### src/design/bi24_pkg.sv
// Shared types and constants for the 24-column block bit interleaver.
package bi24_pkg;

    // Number of columns in the interleaver matrix
    localparam int unsigned COLS = 24;

    // Field widths fixed by the interface
    localparam int unsigned FB_W    = 10;   // frame_bits, address, indexes
    localparam int unsigned STR_W   = 4;    // stride
    localparam int unsigned COL_W   = 5;    // column count and remainder
    localparam int unsigned Q_W     = 6;    // frame_bits / 24 (at most 42)
    localparam int unsigned PROD_W  = 14;   // stride * row or stride * (q + 1)
    localparam int unsigned CFG_A_W = 2;    // config register index

    // Reciprocal for frame_bits / 24: (x * 2731) >> 16 is exact for x < 1024
    localparam int unsigned RECIP_W  = 12;
    localparam int unsigned RECIP_SH = 16;
    localparam logic [RECIP_W-1:0] RECIP_24 = 12'd2731;

    // Request codes
    typedef enum logic [1:0] {
        REQ_LINEAR = 2'd0,
        REQ_DIRECT = 2'd1,
        REQ_START  = 2'd2,
        REQ_NONE   = 2'd3
    } t_req;

    // Config register indexes
    typedef enum logic [CFG_A_W-1:0] {
        CFG_FRAME_BITS = 2'd0,
        CFG_STRIDE     = 2'd1,
        CFG_DIRECTION  = 2'd2,
        CFG_UNUSED     = 2'd3
    } t_cfg_idx;

    // Sequencer states
    typedef enum logic [1:0] {
        ST_IDLE = 2'd0,   // waiting for a request
        ST_EXEC = 2'd1,   // store access and counter update
        ST_ADV  = 2'd2,   // offset reduction, read data returns
        ST_RESP = 2'd3    // hand the result to the output register
    } t_state;

endpackage

### src/design/block_bit_interleaver_24col.sv
// Top level of the 24-column block bit interleaver: sequencer, address generator, store.
//
// Requests arrive on i_in_valid / o_in_ready with a request type, a data bit, an
// address and a write enable. A start request sets the base address and clears
// the column, row, offset and bit counters. A linear request writes (interleave)
// or reads (de-interleave) the store at the generated 24-column address; a direct
// request reads or writes any address. Every request gives exactly one result on
// o_out_valid / i_out_ready.
// Config registers are written over i_cfg_valid / o_cfg_ready with i_cfg_index and
// i_cfg_data; the channel is always ready, and writes belong between frames while
// no request is in flight.
// A request is taken only while the sequencer is idle. It then passes through
// the store access, the registered read and offset reduction, and the result
// load; once its result is loaded the sequencer is idle again and can take the
// next request, so a new request is not taken before the last result is loaded.
// Reset clears the counters, base address and output valid and sets frame_bits=1,
// stride=1, direction=0; store contents are unknown until written. While the
// receiver stalls, the result waits in the output register and the next request
// is processed up to its result hand-off.
module block_bit_interleaver_24col
    import bi24_pkg::*;
#(
    parameter int STORE_DEPTH = 1024
) (
    input  logic               i_clk,
    input  logic               i_rst_n,
    // request channel
    input  logic               i_in_valid,
    output logic               o_in_ready,
    input  logic [1:0]         i_req_type,
    input  logic               i_data_bit,
    input  logic [FB_W-1:0]    i_address,
    input  logic               i_write_enable,
    // result channel
    output logic               o_out_valid,
    input  logic               i_out_ready,
    output logic               o_read_bit,
    output logic [FB_W-1:0]    o_linear_index,
    output logic [FB_W-1:0]    o_store_address,
    output logic               o_frame_done,
    output logic               o_out_of_frame,
    // config channel
    input  logic               i_cfg_valid,
    output logic               o_cfg_ready,
    input  logic [CFG_A_W-1:0] i_cfg_index,
    input  logic [FB_W-1:0]    i_cfg_data
);

    localparam int AW    = $clog2(STORE_DEPTH);
    localparam int MW    = 24;   // holds STORE_DEPTH << 7 for the largest depth
    localparam int NSTEP = 8;    // quotient below 256 for every reduced value

    // Reduce a value modulo the store depth by binary compare-subtract
    function automatic logic [AW-1:0] f_mod_depth(input logic [MW-1:0] v);
        logic [MW-1:0] t;
        t = v;
        for (int k = NSTEP - 1; k >= 0; k--) begin
            if (t >= (MW'(STORE_DEPTH) << k)) begin
                t = t - (MW'(STORE_DEPTH) << k);
            end
        end
        return t[AW-1:0];
    endfunction

    // Low 10 bits of a store address for the result
    function automatic logic [FB_W-1:0] f_sa(input logic [AW-1:0] a);
        logic [MW-1:0] w;
        w = MW'(a);
        return w[FB_W-1:0];
    endfunction

    t_state r_state, n_state;

    // config registers and derived q, r
    logic [FB_W-1:0]  r_frame_bits;
    logic [STR_W-1:0] r_stride;
    logic             r_direction;
    logic [Q_W-1:0]   r_q;
    logic [COL_W-1:0] r_r;

    // address generator state
    logic [COL_W-1:0] r_col, n_col;
    logic [FB_W-1:0]  r_row, n_row;
    logic [AW-1:0]    r_offset, n_offset;
    logic [FB_W-1:0]  r_bitpos, n_bitpos;
    logic [AW-1:0]    r_base, n_base;

    // captured request
    t_req             r_req;
    logic             r_dbit;
    logic [FB_W-1:0]  r_addr;
    logic             r_we;

    // per-request result and offset step
    logic             r_res_rd, n_res_rd;
    logic [FB_W-1:0]  r_res_li, n_res_li;
    logic [FB_W-1:0]  r_res_sa, n_res_sa;
    logic             r_res_fd, n_res_fd;
    logic             r_res_oof, n_res_oof;
    logic             r_adv, n_adv;
    logic             r_wrap, n_wrap;
    logic [PROD_W-1:0] r_prod, n_prod;

    // output register
    logic             r_out_valid;
    logic             r_out_rb;
    logic [FB_W-1:0]  r_out_li;
    logic [FB_W-1:0]  r_out_sa;
    logic             r_out_fd;
    logic             r_out_oof;

    // store port
    logic             ram_we, ram_re, ram_wdata, ram_rdata;
    logic [AW-1:0]    ram_addr;

    logic             in_xfer, out_free, cfg_xfer;
    logic [21:0]      q_prod;
    logic [Q_W-1:0]   q_val;
    logic [AW-1:0]    lin_addr, dir_addr;
    logic [COL_W-1:0] col_inc;
    logic [FB_W-1:0]  row_inc, bitpos_inc, mul_opnd;
    logic             in_frame;

    assign in_xfer  = i_in_valid & o_in_ready;
    assign out_free = ~r_out_valid | i_out_ready;
    assign cfg_xfer = i_cfg_valid & o_cfg_ready;

    // config register writes
    always_ff @(posedge i_clk) begin
        if (!i_rst_n) begin
            r_frame_bits <= FB_W'(1);
            r_stride     <= STR_W'(1);
            r_direction  <= 1'b0;
        end else if (cfg_xfer) begin
            case (t_cfg_idx'(i_cfg_index))
                CFG_FRAME_BITS: r_frame_bits <= i_cfg_data;
                CFG_STRIDE:     r_stride     <= i_cfg_data[STR_W-1:0];
                CFG_DIRECTION:  r_direction  <= i_cfg_data[0];
                default: ;
            endcase
        end
    end

    // q = frame_bits / 24 and r = frame_bits % 24, registered from the frame_bits register
    assign q_prod = 22'(r_frame_bits) * 22'(RECIP_24);
    assign q_val  = q_prod[RECIP_SH +: Q_W];

    always_ff @(posedge i_clk) begin
        if (!i_rst_n) begin
            r_q <= '0;
            r_r <= COL_W'(1);
        end else begin
            r_q <= q_val;
            r_r <= COL_W'(r_frame_bits - {q_val, 4'b0} - {1'b0, q_val, 3'b0});
        end
    end

    // next state
    always_comb begin
        n_state = r_state;
        case (r_state)
            ST_IDLE: if (in_xfer) n_state = ST_EXEC;
            ST_EXEC: n_state = ST_ADV;
            ST_ADV:  n_state = ST_RESP;
            ST_RESP: if (out_free) n_state = ST_IDLE;
            default: n_state = ST_IDLE;
        endcase
    end

    // address generation and store access
    assign lin_addr   = f_mod_depth(MW'(r_base) + MW'(r_offset));
    assign dir_addr   = f_mod_depth(MW'(r_addr));
    assign col_inc    = r_col + COL_W'(1);
    assign row_inc    = r_row + FB_W'(1);
    assign bitpos_inc = r_bitpos + FB_W'(1);
    assign in_frame   = (r_bitpos < r_frame_bits);
    assign mul_opnd   = (col_inc == COL_W'(COLS)) ? row_inc
                      : FB_W'(r_q) + FB_W'((col_inc > r_r) ? 1'b0 : 1'b1);

    always_comb begin
        o_in_ready = 1'b0;
        ram_we     = 1'b0;
        ram_re     = 1'b0;
        ram_addr   = lin_addr;
        ram_wdata  = r_dbit;
        n_col      = r_col;
        n_row      = r_row;
        n_offset   = r_offset;
        n_bitpos   = r_bitpos;
        n_base     = r_base;
        n_res_rd   = 1'b0;
        n_res_li   = '0;
        n_res_sa   = '0;
        n_res_fd   = 1'b0;
        n_res_oof  = 1'b0;
        n_adv      = 1'b0;
        n_wrap     = r_wrap;
        n_prod     = r_prod;
        case (r_state)
            ST_IDLE: o_in_ready = 1'b1;
            ST_EXEC: begin
                case (r_req)
                    REQ_START: begin
                        n_base   = dir_addr;
                        n_col    = '0;
                        n_row    = '0;
                        n_offset = '0;
                        n_bitpos = '0;
                        n_res_sa = f_sa(dir_addr);
                    end
                    REQ_DIRECT: begin
                        ram_addr = dir_addr;
                        ram_we   = r_we;
                        ram_re   = ~r_we;
                        n_res_rd = ~r_we;
                        n_res_sa = f_sa(dir_addr);
                    end
                    REQ_LINEAR: begin
                        if (in_frame) begin
                            ram_we   = ~r_direction;
                            ram_re   = r_direction;
                            n_res_rd = r_direction;
                            n_res_li = r_bitpos;
                            n_res_sa = f_sa(lin_addr);
                            n_res_fd = (bitpos_inc == r_frame_bits);
                            n_bitpos = bitpos_inc;
                            n_adv    = 1'b1;
                            n_wrap   = (col_inc == COL_W'(COLS));
                            n_prod   = PROD_W'(r_stride) * PROD_W'(mul_opnd);
                            if (col_inc == COL_W'(COLS)) begin
                                n_col = '0;
                                n_row = row_inc;
                            end else begin
                                n_col = col_inc;
                            end
                        end else begin
                            n_res_oof = 1'b1;
                        end
                    end
                    default: ;
                endcase
            end
            ST_ADV: begin
                // fold the step into the offset modulo the store depth, or on a row wrap replace the offset with it
                n_res_rd  = r_res_rd;
                n_res_li  = r_res_li;
                n_res_sa  = r_res_sa;
                n_res_fd  = r_res_fd;
                n_res_oof = r_res_oof;
                if (r_adv) begin
                    n_offset = r_wrap ? f_mod_depth(MW'(r_prod))
                                      : f_mod_depth(MW'(r_offset) + MW'(r_prod));
                end
            end
            ST_RESP: begin
                n_res_rd  = r_res_rd;
                n_res_li  = r_res_li;
                n_res_sa  = r_res_sa;
                n_res_fd  = r_res_fd;
                n_res_oof = r_res_oof;
            end
            default: ;
        endcase
    end

    // control state
    always_ff @(posedge i_clk) begin
        if (!i_rst_n) begin
            r_state     <= ST_IDLE;
            r_col       <= '0;
            r_row       <= '0;
            r_offset    <= '0;
            r_bitpos    <= '0;
            r_base      <= '0;
            r_adv       <= 1'b0;
            r_out_valid <= 1'b0;
        end else begin
            r_state  <= n_state;
            r_col    <= n_col;
            r_row    <= n_row;
            r_offset <= n_offset;
            r_bitpos <= n_bitpos;
            r_base   <= n_base;
            r_adv    <= n_adv;
            if (r_state == ST_RESP && out_free) begin
                r_out_valid <= 1'b1;
            end else if (i_out_ready) begin
                r_out_valid <= 1'b0;
            end
        end
    end

    // payload registers
    always_ff @(posedge i_clk) begin
        if (in_xfer) begin
            r_req  <= t_req'(i_req_type);
            r_dbit <= i_data_bit;
            r_addr <= i_address;
            r_we   <= i_write_enable;
        end
        r_res_rd  <= n_res_rd;
        r_res_li  <= n_res_li;
        r_res_sa  <= n_res_sa;
        r_res_fd  <= n_res_fd;
        r_res_oof <= n_res_oof;
        r_wrap    <= n_wrap;
        r_prod    <= n_prod;
        if (r_state == ST_RESP && out_free) begin
            r_out_rb  <= r_res_rd & ram_rdata;
            r_out_li  <= r_res_li;
            r_out_sa  <= r_res_sa;
            r_out_fd  <= r_res_fd;
            r_out_oof <= r_res_oof;
        end
    end

    // interleaved bit store
    bi24_ram #(
        .WIDTH (1),
        .DEPTH (STORE_DEPTH)
    ) u_store (
        .i_clk   (i_clk),
        .i_we    (ram_we),
        .i_re    (ram_re),
        .i_addr  (ram_addr),
        .i_wdata (ram_wdata),
        .o_rdata (ram_rdata)
    );

    assign o_cfg_ready     = 1'b1;
    assign o_out_valid     = r_out_valid;
    assign o_read_bit      = r_out_rb;
    assign o_linear_index  = r_out_li;
    assign o_store_address = r_out_sa;
    assign o_frame_done    = r_out_fd;
    assign o_out_of_frame  = r_out_oof;

endmodule

### src/design/bi24_ram.sv
// Generic single-port RAM with registered read.
module bi24_ram #(
    parameter int WIDTH = 1,
    parameter int DEPTH = 1024
) (
    input  logic                     i_clk,
    input  logic                     i_we,
    input  logic                     i_re,
    input  logic [$clog2(DEPTH)-1:0] i_addr,
    input  logic [WIDTH-1:0]         i_wdata,
    output logic [WIDTH-1:0]         o_rdata
);

    logic [WIDTH-1:0] r_mem [DEPTH];
    logic [WIDTH-1:0] r_rdata;

    // write port and registered read, read data holds between reads
    always_ff @(posedge i_clk) begin
        if (i_we) begin
            r_mem[i_addr] <= i_wdata;
        end
        if (i_re) begin
            r_rdata <= r_mem[i_addr];
        end
    end

    assign o_rdata = r_rdata;

endmodule

### config.mk
export PLATFORM = sky130hd
export DESIGN_NAME = block_bit_interleaver_24col
export DESIGN_NICKNAME = d
export VERILOG_FILES = /design/src/design/bi24_pkg.sv /design/src/design/block_bit_interleaver_24col.sv /design/src/design/bi24_ram.sv
export SDC_FILE = /design/constraint.sdc
export NUM_CORES = 2
export LEC_CHECK = 0
export BUFFER_PORTS_ARGS = -buffer_cell sky130_fd_sc_hd__clkbuf_2
export CELL_PAD_IN_SITES_DETAIL_PLACEMENT = 1
export CELL_PAD_IN_SITES_GLOBAL_PLACEMENT = 1
export CORE_MARGIN = 10
export CORE_UTILIZATION = 36
export DETAILED_ROUTE_END_ITERATION = 7
export GPL_ROUTABILITY_DRIVEN = 0
export PLACE_DENSITY_LB_ADDON = 0.1
export SYNTH_ARGS = -nofsm -noshare
export SYNTH_HDL_FRONTEND = slang
export SYNTH_SLANG_ARGS = --single-unit
### constraint.sdc
create_clock -name i_clk -period 15.7 [get_ports i_clk]
set_input_delay 3.14 -clock i_clk [delete_from_list [all_inputs] [get_ports i_clk]]
set_output_delay 3.14 -clock i_clk [all_outputs]
set_load 0.05 [all_outputs]
# Yosys cells after proc, flatten, opt, wreduce, memory -nomap -nowiden
# Memory sizes are Yosys's and may differ from the RTL's. A register that Yosys moved wholly into a read port is not among the register bits.
# Index checks and enable logic that the tools add are counted.
dict set report totals {
  memories 1
  output_inout_bits 26
  ram_bits 1024
  ff_bits 150
  elab_cells 206
}
# name depth word_bits read_ports rd_clocked_by_memory_dff wr line_no
set memory_table {}
lappend memory_table {u_store.r_mem 1024 1 1 1 1 bi24_ram.sv:14} ;# logic [WIDTH-1:0] r_mem [DEPTH];
dict set report classes {
  n_eq_ne 15
  n_bitwise 6
  n_mul 2
  n_reduce_logical 19
  order_cmp 22
  n_mux 84
  addsub 28
}
# cell n
set ops {}
lappend ops {{$mux 24} 37}
lappend ops {{$mux 10} 15}
lappend ops {{$pmux 10 s2} 6}
lappend ops {{$ge 24x11->1 const B} 3}
lappend ops {{$ge 24x12->1 const B} 3}
lappend ops {{$ge 24x13->1 const B} 3}
lappend ops {{$sub 24x12->24 const B} 3}
lappend ops {{$sub 24x13->24 const B} 3}
lappend ops {{$ge 24x14->1 const B} 2}
lappend ops {{$ge 24x15->1 const B} 2}
lappend ops {{$ge 24x16->1 const B} 2}
lappend ops {{$ge 24x17->1 const B} 2}
lappend ops {{$sub 24x14->24 const B} 2}
lappend ops {{$sub 24x15->24 const B} 2}
lappend ops {{$sub 24x16->24 const B} 2}
lappend ops {{$sub 24x17->24 const B} 2}
lappend ops {{$sub 10x1->10 const B} 3}
lappend ops {{$mul 10x12->22 const B} 1}
lappend ops {{$add 10x1->10 const B} 2}
lappend ops {{$sub 11x18->19 const B} 1}
lappend ops {{$sub 15x18->19 const B} 1}
lappend ops {{$ge 11x18->1 const B} 1}
lappend ops {{$ge 15x18->1 const B} 1}
lappend ops {{$add 10x14->15} 1}
lappend ops {{31 further kinds} 76}

# Longest topological paths before layout
dict set report depth {
  depth_word 34
  mapped_depth 26
}

# Modules after synthesis
# Synthesis repeated with hierarchy kept, for this count alone.
dict set report hier_totals {
  hier_cells 4405
  hier_area_um2 54354.6
}
# mod n_inst cells_each area_per_inst_um2 seq_area_each_um2
set by_module_without_submodules {}
lappend by_module_without_submodules {bi24_ram 1 3369 44347.5 30779.5}
lappend by_module_without_submodules {block_bit_interleaver_24col 1 1036 10007.1 3633.5}

# Worst setup path before layout
# OpenSTA, ideal clock, no wires.
dict set report synth_path {
  path_type {reg-to-reg}
  from {reg r_dbit}
  to {mem u_store.r_mem[0] (data pin)}
  n_path_buf 0
  setup_slack_ps 1012
  t_arrival_ps 12017
  path_stages_with_launch 1
  t_required_ps 13029
  path_cell_list {edfxtp_1}
}
# item line_no
set synth_rtl {}
lappend synth_rtl {{from (decl)} block_bit_interleaver_24col.sv:90} ;# logic r_dbit;
lappend synth_rtl {{from (signal assigned)} block_bit_interleaver_24col.sv:297} ;# r_dbit <= i_data_bit;
lappend synth_rtl {{to (decl)} bi24_ram.sv:14}
# Straight into the memory's write port.

# Final worst setup path
dict set report layout_path {
  from {reg r_state[1]}
  to {reg u_store.r_rdata, in the netlist u_store.o_rdata (read register of u_store.r_mem) (data pin)}
}
dict set report layout_between {
  elab_chain_len 2
  elab_cells_between_ends 3
}
# item line_no
set layout_lines {}
lappend layout_lines {{from (decl)} block_bit_interleaver_24col.sv:72} ;# t_state r_state, n_state;
lappend layout_lines {{from (signal assigned)} block_bit_interleaver_24col.sv:278} ;# r_state <= n_state;
lappend layout_lines {{$eq 2x1->1 *} block_bit_interleaver_24col.sv:199} ;# case (r_state)
lappend layout_lines {{$mux 10 or $mux 1 (tied branches)} block_bit_interleaver_24col.sv:199}
lappend layout_lines {{to (decl)} bi24_ram.sv:15} ;# logic [WIDTH-1:0] r_rdata;
# Mark *: on every way between the ends. The rest lies on a longest branch, timed or not.
# A chain may end at the register's enable or synchronous reset.

==> metrics.cfg <==
[logic_synthesis]
synthCells=4799
synth_ff_type=edfxtp_1
yosysUniqueCellTypes=71
synthesis.area_um2=54200
syn_nets=4992
synthArstFlopShare=0
yosysSeqAreaShare=0.634
synth_edf_count=1096
ys_warn_count=0
syn_area_per_cell_um2=11.3
ys_ff_latch=1171

[die]
dieHeight_um=408
initial_utilization=0.362
die_w_um=408
ios=57
dieArea_um2=167000
core-area_um2=150000
num_rows=142

[clock_tree]
cts_tree=built
cts_setup_buffers=0
clk_pin_slew_ps=60
clock-sinks=1171
cts.path.max_buffers=3
htreeDepth=4
insertion_delay_ps=780
cts_buffers=139
postCtsHoldBufs=0
clock-root-buffer=clkbuf_16
cts-resized-gates=0

[finish]
nNetsFinal=4912
area_growth_pct=12.5
layout_common_cells=1096 x edfxtp_1, 1073 x nor2_1, 652 x nand2_1
drive_gt1_frac=0.0844
layout.cells.most_common=edfxtp_1

[worst_setup_path]
crit_type=reg -> reg
crit_required_ps=16210
startpoint=r_state[1]$_SDFFE_PN0P_
path_buf_inv=4
slowest_delay_ps=820
path_delay_family=buffers and inverters
rr_startpoint=r_state[1]$_SDFFE_PN0P_
cp-start-kind=register
cp_max_fo=49
path_cells=inv_1 -> ha_1 -> nand2_2 -> mux2i_4 -> buf_4 -> nor2_4 -> buf_4 -> buf_4 -> a32oi_1 -> and3_1 -> a31oi_1 -> a21boi_0 -> nor4_1 -> o2111ai_1 -> nand3b_1
cp_data_arrival_time_ps=6510
cpMostUsedCell=buf_4
cpMaxStageDelayCell=buf_4
cp-end-kind=register

[min_path]
min_path_type=reg -> reg
hp-start=r_res_sa[0]$_SDFFCE_PN0N_

[timing]
fin_setup_tns_ps=0
worst_slack_ps=9710
max_slew_margin=0.0704
slew_viol_final=0
rsz0062_at_grt=no
finalCritPeriodShare=0.382
timing.fmax_mhz=167
fin_skew_ps=27.2
finalSetupViolations=0
report.final.hold_viol_count=0
period_minus_slack_ps=5990
worst_pin_slew_ps=1390

[routing]
drc=0
avgRoutedWirePerCell_um=26.2
viasPerCell=5.48
ant_nets=0
num_vias=37500
drt_iter0_markers=3149
drt_pass1_iterations=5
totalWireLength_um=179000

[placement]
dp_hpwl_um=98100
pre_cts_ws_ps=9770
port_buffers=55

[global_route]
overflow=0
grt_pass1_wl_um=263000
antenna_found_initial=9
grt_max_degree=210
grtUsageTotal=0.211
grt_pass1_vias=38400

[outcome]
outcome=complete, no violations

[power]
power.density_nw_per_um2=138
vdd_ir_drop_max_v=0.000107
power.leakage_nw=19.5

[flow_run]
cap_violations=0

[metrics by stage]
step / hold slack [ps] / cell area, um2 / total power, W / utilization / std cells
2_1_floorplan: 400 / 54200 / 0.00490 / - / 4799
3_3_place_gp: 408 / 56800 / 0.00545 / 0.379 / 6594
3_5_place_dp: 406 / 56800 / 0.00545 / 0.379 / 6594
4_1_cts: 422 / 61000 / 0.00854 / 0.407 / 6841
5_1_grt: 435 / 61000 / 0.00878 / 0.407 / 6843
6_report: 420 / 61000 / 0.00844 / 0.407 / 6844
[routing by layer]
layer / part of all wire / up-vias / GRT usage
met5: 0.00037 / - / 0
met4: 0.035 / 10 / 0.0756
met3: 0.051 / 292 / 0.0336
met2: 0.48 / 900 / 0.351
met1: 0.44 / 19400 / 0.278
li1: - / 16900 / -
[state kept, by name (all words and copies together), names as in the netlist, 6 cells and up]
signal	count
o_store_address	10
r_offset	10
r_res_sa	10
r_prod	10
r_bitpos	10
r_base	10
dir_addr	10
o_linear_index	10
r_frame_bits	10
r_q	6
u_store.r_mem	1024
r_row	10
r_res_li	10
[power breakdown]
group | internal (W) | switching, W
clock | 0.00175 | 0.00132
sequential | 0.00365 | 0.0000373
combinational | 0.000402 | 0.00129
[synthesized netlist by cell type (54+ instances only)]
library cell,count,area (um2)
a32oi_1,117,1020
ha_1,118,1480
o21ai_0,90,450
nand3_1,230,1150
nand4_1,94,588
edfxtp_1,1096,32900
nor2_1,1078,4050
nand2_1,654,2450
a221oi_1,56,490
and2_1,54,338
buf_2,72,360
mux2i_1,191,1910
inv_1,105,394
dfxtp_1,75,1500
clkbuf_1,285,1070
[layout make-up]
cell class / count / area, um2
timing repair buffer: 173 / 1220
clock inverter: 69 / 572
multi-input combinational: 3128 / 18200
inverter: 106 / 398
antenna: 3 / 7.51
fill: 16000 / 88800
tap: 2016 / 2520
clock buffer: 178 / 3670
sequential: 1171 / 34400
[path summary, 6_finish.rpt]
check	cells past startpoint	slack, ps	endpoint
setup reg to reg	15	9710	u_store.o_rdata$_DFFE_PP_
hold reg to reg	0	420	o_store_address[0]$_DFFE_PP_
hold / removal	0	420	o_store_address[0]$_DFFE_PP_
setup / recovery	15	9710	u_store.o_rdata$_DFFE_PP_
[kinds of logic after synthesis]
family	synth area share
other	0.0000691
xor gates and xnor gates	0.00937
AOI/OAI and AO/OA	0.0672
adders and majority gates	0.0435
muxes	0.0375
buffers and inverters	0.0363
and+or+nand+nor	0.172
DFF	0.634
(Power assumes the default switching activity.)
